--- src/hdl/htc_pkg.sv ---
`timescale 1ns / 1ps
// ----------------------------------------------------------------------------
// Header text canonicalizer package
// Shared types, character constants and the reset state of the scanner.
// ----------------------------------------------------------------------------
package htc_pkg;

  localparam int unsigned MaxLengthDefault = 65535;
  localparam int unsigned LenWidth         = 16;

  localparam logic [7:0] ChSpace = 8'h20;
  localparam logic [7:0] ChTab   = 8'h09;
  localparam logic [7:0] ChColon = 8'h3A;
  localparam logic [7:0] ChCr    = 8'h0D;
  localparam logic [7:0] ChLf    = 8'h0A;
  localparam logic [7:0] ChUpA   = 8'h41;
  localparam logic [7:0] ChUpZ   = 8'h5A;
  localparam logic [7:0] CaseGap = 8'h20;

  typedef enum logic [2:0] {
    PH_VALUE = 3'b001,
    PH_START = 3'b010,
    PH_NAME  = 3'b100
  } phase_e;

  typedef enum logic [1:0] {
    STAT_OK       = 2'd0,
    STAT_BAD_CTRL = 2'd1,
    STAT_WS_NAME  = 2'd2,
    STAT_NO_EOL   = 2'd3
  } status_e;

  typedef struct packed {
    phase_e                phase;
    logic                  prev_lf;
    logic                  prev_space;
    logic                  lf_emitted;
    status_e               err;
    logic [LenWidth-1:0]   count;
  } state_t;

  typedef struct packed {
    logic                  valid;
    logic [1:0]            byte_count;
    logic [7:0]            first_byte;
    logic [7:0]            second_byte;
    logic                  done;
    status_e               status;
    logic [LenWidth-1:0]   length;
  } result_t;

  localparam state_t StateReset = '{
    phase:      PH_START,
    prev_lf:    1'b0,
    prev_space: 1'b0,
    lf_emitted: 1'b0,
    err:        STAT_OK,
    count:      '0
  };

endpackage

--- src/hdl/header_text_canonicalizer.sv ---
`timescale 1ns / 1ps
// ----------------------------------------------------------------------------
// Header text canonicalizer
// Turns header-block text into its canonical form, one byte per word.
// ----------------------------------------------------------------------------
// The input channel carries one raw byte and an end-of-message flag per word.
// The output channel carries up to two canonical bytes per word, and on the
// closing word of a message also the status and the saturating length.
// An input word that emits nothing and does not end a message produces no
// output word.
// A word passes through two registers: the input register and the result
// register. One word is accepted every cycle while the receiver does not
// stall; the scanner state updates as a word moves from the input register
// to the result register, which sets that rate.
// When the receiver stalls, the result register holds its word, the input
// register fills, and then in_stall_o rises to the sender.
// Reset clears both valid flags and returns the scanner to the start of a
// header name with no error and a zero length.
// ----------------------------------------------------------------------------
module header_text_canonicalizer #(
  parameter int unsigned MAX_LENGTH = htc_pkg::MaxLengthDefault
) (
  input  logic                          clk_i,
  input  logic                          rst_ni,
  input  logic                          in_valid_i,
  output logic                          in_stall_o,
  input  logic [7:0]                    in_byte_i,
  input  logic                          end_of_message_i,
  output logic                          out_valid_o,
  input  logic                          out_stall_i,
  output logic [1:0]                    byte_count_o,
  output logic [7:0]                    first_byte_o,
  output logic [7:0]                    second_byte_o,
  output logic                          message_done_o,
  output logic [1:0]                    status_o,
  output logic [htc_pkg::LenWidth-1:0]  out_length_o
);
  import htc_pkg::*;

  logic       a_valid_q;
  logic [7:0] a_byte_q;
  logic       a_eom_q;
  logic       advance;
  logic       accept;
  state_t     state_q;
  state_t     state_d;
  result_t    res_d;
  result_t    res_q;
  logic       out_valid_q;

  htc_step #(
    .MAX_LENGTH(MAX_LENGTH)
  ) u_step (
    .cur_i    (state_q),
    .in_byte_i(a_byte_q),
    .eom_i    (a_eom_q),
    .nxt_o    (state_d),
    .res_o    (res_d)
  );

  assign advance    = a_valid_q && (!out_valid_q || !out_stall_i);
  assign in_stall_o = a_valid_q && !advance;
  assign accept     = in_valid_i && !in_stall_o;

  always_ff @(posedge clk_i or negedge rst_ni) begin
    if (!rst_ni) begin
      a_valid_q   <= 1'b0;
      out_valid_q <= 1'b0;
      state_q     <= StateReset;
    end else begin
      if (accept) begin
        a_valid_q <= 1'b1;
      end else if (advance) begin
        a_valid_q <= 1'b0;
      end
      if (advance) begin
        state_q     <= state_d;
        out_valid_q <= res_d.valid;
      end else if (!out_stall_i) begin
        out_valid_q <= 1'b0;
      end
    end
  end

  always_ff @(posedge clk_i) begin
    if (accept) begin
      a_byte_q <= in_byte_i;
      a_eom_q  <= end_of_message_i;
    end
    if (advance) begin
      res_q <= res_d;
    end
  end

  assign out_valid_o    = out_valid_q;
  assign byte_count_o   = res_q.byte_count;
  assign first_byte_o   = res_q.first_byte;
  assign second_byte_o  = res_q.second_byte;
  assign message_done_o = res_q.done;
  assign status_o       = res_q.status;
  assign out_length_o   = res_q.length;

endmodule

--- src/hdl/htc_step.sv ---
`timescale 1ns / 1ps
// ----------------------------------------------------------------------------
// Header text canonicalizer step
// Next-state and result logic for one input word of header text.
// ----------------------------------------------------------------------------
module htc_step #(
  parameter int unsigned MAX_LENGTH = htc_pkg::MaxLengthDefault
) (
  input  htc_pkg::state_t  cur_i,
  input  logic [7:0]       in_byte_i,
  input  logic             eom_i,
  output htc_pkg::state_t  nxt_o,
  output htc_pkg::result_t res_o
);
  import htc_pkg::*;

  localparam logic [LenWidth-1:0] LenCap =
    (MAX_LENGTH < 65535) ? LenWidth'(MAX_LENGTH) : {LenWidth{1'b1}};

  state_t            nxt;
  logic [1:0]        cnt;
  logic [7:0]        first_b;
  logic [7:0]        second_b;
  logic [7:0]        out_b;
  logic [LenWidth:0] sum;
  logic              lf_now;

  always_comb begin
    nxt      = cur_i;
    cnt      = 2'd0;
    first_b  = 8'h00;
    second_b = 8'h00;
    out_b    = in_byte_i;
    sum      = '0;
    lf_now   = 1'b0;
    if (cur_i.err == STAT_OK) begin
      if (in_byte_i <= ChSpace) begin
        if (cur_i.phase != PH_VALUE) begin
          nxt.err = STAT_WS_NAME;
        end else if (in_byte_i == ChSpace || in_byte_i == ChTab) begin
          if (!cur_i.prev_space) begin
            cnt            = 2'd1;
            first_b        = ChSpace;
            nxt.prev_space = 1'b1;
          end
          nxt.prev_lf = 1'b0;
        end else if (in_byte_i == ChCr) begin
          if (cur_i.prev_lf) begin
            cnt     = 2'd1;
            first_b = ChLf;
          end
          nxt.prev_lf = 1'b0;
        end else if (in_byte_i == ChLf) begin
          nxt.prev_lf = 1'b1;
        end else begin
          nxt.err = STAT_BAD_CTRL;
        end
      end else if (in_byte_i == ChColon && cur_i.phase == PH_NAME) begin
        cnt            = 2'd1;
        first_b        = ChColon;
        nxt.prev_space = 1'b1;
        nxt.phase      = PH_VALUE;
        nxt.prev_lf    = 1'b0;
      end else begin
        nxt.prev_space = 1'b0;
        if (cur_i.prev_lf) begin
          nxt.phase = PH_START;
        end else if (cur_i.phase == PH_START) begin
          nxt.phase = PH_NAME;
        end
        if (nxt.phase != PH_VALUE && in_byte_i >= ChUpA && in_byte_i <= ChUpZ) begin
          out_b = in_byte_i + CaseGap;
        end
        if (cur_i.prev_lf) begin
          cnt      = 2'd2;
          first_b  = ChLf;
          second_b = out_b;
        end else begin
          cnt     = 2'd1;
          first_b = out_b;
        end
        nxt.prev_lf = 1'b0;
      end
      if (eom_i && nxt.err == STAT_OK && nxt.prev_lf) begin
        if (cnt == 2'd0) begin
          first_b = ChLf;
        end else begin
          second_b = ChLf;
        end
        cnt = cnt + 2'd1;
      end
    end
    lf_now = (cnt != 2'd0 && first_b == ChLf) || (cnt == 2'd2 && second_b == ChLf);
    nxt.lf_emitted = cur_i.lf_emitted | lf_now;
    sum = {1'b0, cur_i.count} + (LenWidth+1)'(cnt);
    nxt.count = (sum > {1'b0, LenCap}) ? LenCap : sum[LenWidth-1:0];

    res_o.valid       = eom_i || (cnt != 2'd0);
    res_o.byte_count  = cnt;
    res_o.first_byte  = first_b;
    res_o.second_byte = second_b;
    res_o.done        = eom_i;
    res_o.status      = STAT_OK;
    res_o.length      = '0;
    if (eom_i) begin
      res_o.status = (nxt.err == STAT_OK && !nxt.lf_emitted) ? STAT_NO_EOL : nxt.err;
      res_o.length = nxt.count;
      nxt_o        = StateReset;
    end else begin
      nxt_o = nxt;
    end
  end

endmodule

--- config.mk ---
export PLATFORM = sky130hd
export DESIGN_NAME = header_text_canonicalizer
export DESIGN_NICKNAME = d
export VERILOG_FILES = /design/src/hdl/htc_pkg.sv /design/src/hdl/header_text_canonicalizer.sv /design/src/hdl/htc_step.sv
export SDC_FILE = /design/constraint.sdc
export NUM_CORES = 1
export LEC_CHECK = 0
export BUFFER_PORTS_ARGS = -buffer_cell sky130_fd_sc_hd__buf_2
export CORE_MARGIN = 2
export CORE_UTILIZATION = 52
export DETAILED_ROUTE_END_ITERATION = 6
export PLACE_DENSITY = 0.77
export SETUP_SLACK_MARGIN = 0.02
export SLEW_MARGIN = 30
export SYNTH_ARGS = -nofsm -noshare
export SYNTH_HDL_FRONTEND = slang
export SYNTH_SLANG_ARGS = --single-unit
export TNS_END_PERCENT = 5
--- constraint.sdc ---
create_clock -name clk_i -period 3.59 [get_ports clk_i]
set_clock_uncertainty 0.1 [all_clocks]
set_input_delay 0.359 -clock clk_i [delete_from_list [all_inputs] [get_ports clk_i]]
set_output_delay 0.359 -clock clk_i [all_outputs]
set_load 0.005 [all_outputs]
=== Word-level counts from Yosys, hierarchy flattened ===
Index checks and enable logic that the tools add are counted.

* Bits in registers: 72
* Input bits: 13
* Output and inout port bits: 39
* Word-level logic and storage cells: 128

* Add/sub/neg operators: 3
* Magnitude comparators: 4
* Equality and inequality tests: 16
* Multiplexer cells: 58
* Bitwise operators: 1
* Reduce and logical (&&, ||, !) cells: 30

{| class="wikitable"
|+ Operator list
! operator !! number
|-
| $mux 8 || 16
|-
| $eq 8x4->1 const B || 5
|-
| $mux 2 || 20
|-
| $mux 24 || 1
|-
| $mux 3 || 6
|-
| $add 16x2->17 || 1
|-
| $gt 17x16->1 const B || 1
|-
| $eq 8x6->1 const B || 2
|-
| $mux 16 || 1
|-
| $logic_and 1x1->1 || 11
|-
| $mux 1 || 10
|-
| $mux 5 || 2
|-
| $add 8x6->8 const B || 1
|-
| $ge 8x7->1 const B || 1
|-
| $le 8x6->1 const B || 1
|-
| $le 8x7->1 const B || 1
|-
| $logic_not 2->1 || 4
|-
| $mux 6 || 1
|-
| $ne 3x1->1 const B || 2
|-
| $ne 3x3->1 const B || 2
|-
| $reduce_bool 2->1 || 3
|-
| $logic_not 1->1 || 5
|-
| $logic_or 1x1->1 || 4
|-
| $mux 4 || 1
|-
| 10 further kinds || 10
|}

=== Depth between registers and ports, before layout ===
Gate-level depths: netlist of the first run.

* Depth in word-level cells: 23
* Mapped depth: 18

=== Hierarchy ===
Synthesis of the first run repeated with hierarchy kept, for this count alone.

* Cells, all modules: 343
* Area total of the unflattened synthesis: 3798.6 µm²

{| class="wikitable"
|+ By module, submodules not included
! module !! times used !! cells an instance !! area each (µm²) !! sequential area each (µm²)
|-
| header_text_canonicalizer || 1 || 104 || 2374.8 || 2033.2
|-
| htc_step || 1 || 239 || 1423.9 || 0.0
|}

=== Worst setup path after synthesis of the first run ===
Ideal clock, no wire load.

* Kind: register -> register
* Start point: register a_byte_q[6]
* End point: register res_q (netlist bit out_length_o[10]), data pin
* Setup time: 0.270 ns
* Arrival: 3.533 ns
* Setup slack: -0.313 ns
* Cell stages (with the launch flop): 19
* Path buffers: 2
* Cells stage by stage: edfxtp_1 -> inv_1 -> ha_1 -> nor4b_4 -> a21oi_1 -> a31oi_1 -> nand2_1 -> nand2_1 -> ha_1 -> nand2_1 -> a21oi_1 -> fa_1 -> nand4_1 -> nor2_1 -> and2_1 -> nand3_1 -> clkbuf_1 -> buf_1 -> a21oi_1

{| class="wikitable"
|+ RTL lines
! item !! RTL line !! text
|-
| from (decl) || header_text_canonicalizer.sv:41 || <nowiki>logic [7:0] a_byte_q;</nowiki>
|-
| from (signal assigned) || header_text_canonicalizer.sv:87 || <nowiki>a_byte_q <= in_byte_i;</nowiki>
|-
| to (signal assigned) || header_text_canonicalizer.sv:91 || <nowiki>res_q <= res_d;</nowiki>
|-
| to (decl) || header_text_canonicalizer.sv:48 || <nowiki>result_t res_q;</nowiki>
|}

==> results.cfg, run 1 <==
[outcome]
status = completed

[grt]
grt_max_degree = 31
grt_first_pass_wirelength_mm = 13.1
grt_pass1_vias = 2699
overflow = 0
antenna_found_initial = 0
grt_usage = 0.222

[layout]
diodes = 0
stdcell_count = 531
fillerInstances = 497
area_delta_synth_final_pct = 27.7
final_nets = 449
drive_gt1_frac = 0.326
multiInputGateArea_um2 = 1630
regArea_um2 = 2030

[clock_network]
clk_latency_ns = 0.34
clk_pin_slew_worst_paths_ns = 0.07
cts_inserted_buffers = 9
cts.sinks = 72
cts-root-buf = clkbuf_8
cts_tree = yes
h-tree-depth = 3
clock_path_buffers = 2

[yosys]
syn-cell-area_um2 = 3660
yosys-top-cells-area = edfxtp_1 38%, dfrtp_1 17%, a21oi_1 5.7%
synth_cell_types = 59
synth_seq_area_share = 0.555
async_flop_share = 0.361
synth_largest_area_cell = edfxtp_1
synth_edf_count = 46
synth_nets = 366
synth_seq_cells = 72
synthCells = 347
syn_area_per_cell_um2 = 10.6
yosysTopAreaCellShare = 0.377
ys_warn_count = 0
synth_flop_cell = edfxtp_1

[drt]
vias = 3041
wl_per_cell_um = 16.1
ant_nets = 0
first_iter_violations = 241
drcViolationCount = 0
dr.pass1.iters = 5
avgViaCountPerCell = 5.73
drt-total-wl_mm = 8.56

[place]
dpl.hpwl_mm = 5.63
numPortBuffers = 51
post-place-cells = 508
dp_slack_ns = 0.0485
globalplace.congestion = 0.951

[timing]
clock.fmax_mhz = 287
fin_crit_sh = 0.969
final_max_slew_viol_count = 0
setup_viol = 0
fin_tns_setup_ns = 0
relSlewSlack = 0.506
finalHoldViolCount = 0
setup_ws_ns = 0.111
rsz0062_at_grt = true
holdWs_ns = 0.0880
layout_min_cycle_time_ns = 3.48
worstMarginPinSlew_ns = 0.740

[worst_setup_path]
startpoint = a_byte_q[4]
timing.rr.end = state_q[13]
reg2reg_setup_slack_ns = 0.11
rr_worst_depth = 17
critPathLaunchType = register
cp_max_fo = 9
reg2reg_from = a_byte_q[4]
cp-endpoint = state_q[13]
arrival_ns = 3.66
cp_data_required_time_ns = 3.77
crit_type = register to register
crit_path_end_kind = register

[floorplanning]
core_area_um2 = 6790
start_util = 0.539
die_w_um = 87.9
die_area_um2 = 7730
die_h_um = 87.9
rows = 30
pin_count = 52

[run]
cap_violations = 0

[worst_hold_path]
hold_class = input pin to register

[power_and_ir_drop]
powerDensity_nw_per_um2 = 451
p_total_w = 0.00211
peakVddDrop_v = 0.000296
p_leak_nw = 1.98
cell usage after synthesis, types with 2 or more instances:
library cell  number
nor3_1             6
clkbuf_1          11
nand4_1            5
o22ai_1            2
buf_2              4
a21o_1             4
nor4bb_1           2
xor2_1             3
clkbuf_8           2
ha_1               5
and3_1             8
nand3_1           12
mux2i_1            2
o21a_1             4
a41oi_1            2
nor4_1             2
nor2_1            34
a31oi_1            9
nand2_1           30
or3_1              4
o22a_1             9
inv_1             11
and2_1             5
o21ai_0           18
nand4b_1           2
xnor2_1            7
dfrtp_1           25
a21oi_1           42
edfxtp_1          46
o21ai_1            2
routing by layer:
metal / routed length (µm) / global-route usage / vias to the layer above
met2: 3980 / 0.318 / 125
met5: 0 / 0 / -
met3: 493 / 0.0537 / 10
met4: 64 / 0.0573 / 0
li1: - / - / 1455
met1: 4020 / 0.339 / 1451
layout by cell type, fill, tap and decap left out, drive strengths merged, types with 5 or more instances in the layout:
cell    Yosys  layout
a31oi       9       9
buf         6      88
nand4       5       5
xnor2       7       7
edfxtp     46      46
inv        11      12
and3        9       9
ha          5       5
or3         5       5
nand3      12      12
o21ai      21      21
nor3        6       6
a21oi      42      42
dfrtp      25      25
nor2       34      34
clkbuf     13      13
o22a        9       9
and2        5       5
nand2      30      30
cell families (layout without fill, tap and decap cells):
family / after synthesis / count (layout) / synth area share
simple gates: 122 / 122 / 0.174
fa+ha+maj: 6 / 6 / 0.0226
xor+xnor: 10 / 10 / 0.0239
buf+inv: 30 / 118 / 0.0407
compound gates: 105 / 105 / 0.178
flops: 72 / 72 / 0.555
mux: 2 / 2 / 0.00547
what timing repair did:
item,CTS,global route
gates resized for setup,0,25
buffers inserted,0,4
hold buffers,1,0
hold endpoints to repair,25,0
setup endpoints to repair,0,31
critical path: stages, from the launching register on:
cell       delay, ns
edfxtp_1        0.43
buf_4           0.20
nor4b_4         0.32
a22o_1          0.21
a31oi_1         0.10
nand2_1         0.09
nand2_2         0.08
ha_4            0.28
nand2_4         0.04
a21oi_4         0.17
fa_2            0.24
nand4_1         0.14
nor2_2          0.14
and2_4          0.20
nand3_4         0.13
clkbuf_16       0.19
a31oi_1         0.19
o22a_1          0.15
report_power, final:
part / internal (W) / switching [W] / total (W)
registers: 0.000971 / 0.0000458 / 0.00102
clock network: 0.000481 / 0.000294 / 0.000775
logic: 0.000132 / 0.000184 / 0.000316
registers in the layout (all words and copies together) (netlist names):
register,cells
a_valid_q,1
message_done_o,1
first_byte_o,8
out_length_o,16
a_eom_q,1
out_valid_o,1
byte_count_o,2
a_byte_q,8
status_o,2
second_byte_o,8
state_q,24
through the flow:
stage	instance area (µm²)	utilization
floorplan	3690	-
global placement	4220	0.621
detailed placement	4220	0.621
CTS	4470	0.659
global route	4670	0.688
finish	4670	0.688
worst min path at each step:
stage	start	endpoint	slack (ns)	depth (start not counted)
CTS	in_byte_i[4]	a_byte_q[4]	0.08	1
floorplan	rst_ni	a_valid_q	-0.04	0
detailed placement	rst_ni	state_q[7]	0.29	1
global placement	rst_ni	state_q[7]	0.30	1
global route	in_byte_i[6]	a_byte_q[6]	0.07	1
finish	in_byte_i[4]	a_byte_q[4]	0.09	1
cell type report:
class / count / share of cell area
sequential: 72 / 0.435
timing repair buffer: 91 / 0.130
inverter: 11 / 0.00883
clock buffer: 11 / 0.0302
clock inverter: 5 / 0.0219
tap: 96 / 0.0257
multi-input combinational: 245 / 0.348
Note: power is estimated with default switching activity, not from simulation.
==> run 2, diff against run 1 <==
Settings changed: REMOVE_ABC_BUFFERS from default to 1.
==> results.cfg, run 2 (synthesis results as in run 1) <==
[outcome]
status = completed

[floorplanning]
rows = 30
die_w_um = 87.9
core_area_um2 = 6790
die_h_um = 87.9
start_util = 0.539
die_area_um2 = 7730
pin_count = 52

[power_and_ir_drop]
p_int_w = 0.00159
p_leak_nw = 1.99
switching_share = 0.252
power_frac_seq = 0.477
clkPwrFrac = 0.367
powerDensity_nw_per_um2 = 443
combPwrFrac = 0.157
p_switching_w = 0.000538
peakVddDrop_v = 0.000255

[worst_setup_path]
cpPeakStageDelay_ns = 0.42
crit_type = register to register
cp_data_required_time_ns = 3.57
critPathLaunchType = register
reg2reg_setup_slack_ns = 0.04
arrival_ns = 3.53
crit_path_end_kind = register
crit_path_cell_trace = buf_4 -> nor3_4 -> nand2_1 -> or3_1 -> nand2_2 -> nand2_4 -> ha_4 -> nand2_4 -> a21oi_4 -> ha_4 -> a21o_1 -> nand4_1 -> nor2_4 -> and3_4 -> xnor2_2 -> a21oi_2
cp_max_fo = 4
rr_worst_depth = 16
slowest_stage = edfxtp_1

[timing]
setup_ws_ns = 0.0413
clock.fmax_mhz = 282
final_max_slew_viol_count = 0
layout_min_cycle_time_ns = 3.55
rsz0062_at_grt = true
relSlewSlack = 0.513
fin_crit_sh = 0.988
finalHoldViolCount = 0
setup_viol = 0
worstMarginPinSlew_ns = 0.730

[drt]
first_iter_violations = 301
dr.pass1.iters = 5
ant_nets = 0
drcViolationCount = 0
avgViaCountPerCell = 5.77
wl_per_cell_um = 16.4
drt-total-wl_mm = 8.81
vias = 3102

[layout]
area_delta_synth_final_pct = 31.5
finalInstanceArea_um2 = 4820
diodes = 0
final_common_cell = buf_2
final_cell_mix = 51 x buf_2, 46 x edfxtp_1, 43 x buf_4, 37 x a21oi_1, 31 x nor2_1
drive_gt1_frac = 0.364
largest_reg_flops = 24
regMostFlops = state_q
final_nets = 456

[place]
post_dp_cell_area_um2 = 4210
dp_slack_ns = -0.152
dpl.hpwl_mm = 5.54
globalplace.congestion = 0.929
numPortBuffers = 51

[grt]
grt_pass1_vias = 2808
grt_usage = 0.230
grt_first_pass_wirelength_mm = 13.5
antenna_found_initial = 0
overflow = 0
grt_max_degree = 30

[clock_network]
cts-root-buf = clkbuf_8
h-tree-depth = 3
clk_pin_slew_worst_paths_ns = 0.07
cts.sinks = 72
clk_latency_ns = 0.35
clock_path_buffers = 2
cts_tree = yes
cts_inserted_buffers = 9

[worst_hold_path]
hold_class = input pin to register
hold-path-cell-count = 1

[run]
cap_violations = 0
-- run 2: metal layers --
metal / up-vias / track usage / wire [µm] / share of wire
met5: - / 0 / 0 / 0
met4: 0 / 0.0965 / 125 / 0.014
met3: 17 / 0.0283 / 443 / 0.050
met2: 115 / 0.351 / 4280 / 0.49
met1: 1489 / 0.335 / 3970 / 0.45
li1: 1481 / - / - / -
-- run 2: power by group through the flow --
stage / Clock, W / Combinational (W) / Sequential (W)
6_report: 0.000782 / 0.000334 / 0.00102
5_1_grt: 0.000827 / 0.000367 / 0.00102
4_1_cts: 0.000790 / 0.000299 / 0.00101
3_5_place_dp: 0 / 0.000295 / 0.00103
3_3_place_gp: 0 / 0.000290 / 0.00102
2_1_floorplan: 0 / 0.000148 / 0.00104
-- run 2: path summary, 6_finish.rpt --
check | start | endpoint
max | a_byte_q[6] | out_length_o[13]
min | in_byte_i[1] | a_byte_q[1]
max reg2reg | a_byte_q[6] | out_length_o[13]
min reg2reg | state_q[18] | state_q[18]
max in group asynchronous | rst_ni | state_q[23]
min in group asynchronous | rst_ni | state_q[5]
-- run 2: final cells by class --
class,instances,area (µm²)
sequential,72,2030
fill,486,1980
multi-input combinational,245,1730
timing repair buffer,98,644
clock buffer,11,141
tap,96,120
clock inverter,5,105
inverter,11,41.3
-- run 2: repair_timing --
| item | in CTS | in global routing |
|---|---|---|
| pin swaps | 0 | 20 |
| buffers inserted | 1 | 9 |
| cloned | 0 | 1 |
| setup endpoints to repair | 31 | 32 |
| endpoints found under the hold margin | 25 | 0 |
| hold buffers | 1 | 0 |
| resized for setup | 4 | 47 |
-- run 2: stage by stage --
stage / std cells / power, W / hold WS, ns / setup TNS (ns) / util
floorplan: 328 / 0.00119 / -0.0366 / -5.42 / -
global placement: 511 / 0.00131 / 0.302 / 0 / 0.620
detailed placement: 511 / 0.00132 / 0.310 / -2.03 / 0.620
CTS: 529 / 0.00210 / 0.0769 / 0 / 0.660
global route: 538 / 0.00222 / 0.0810 / -1.01 / 0.709
finish: 538 / 0.00213 / 0.0842 / 0 / 0.709
-- run 2: critical path: cells and delay by family (launching register included) --
family	cells	cell delay [ns]
fa+ha+maj	2	0.44
buf+inv	1	0.17
simple gates	9	1.58
compound gates	3	0.44
flops	1	0.42
xor+xnor	1	0.12
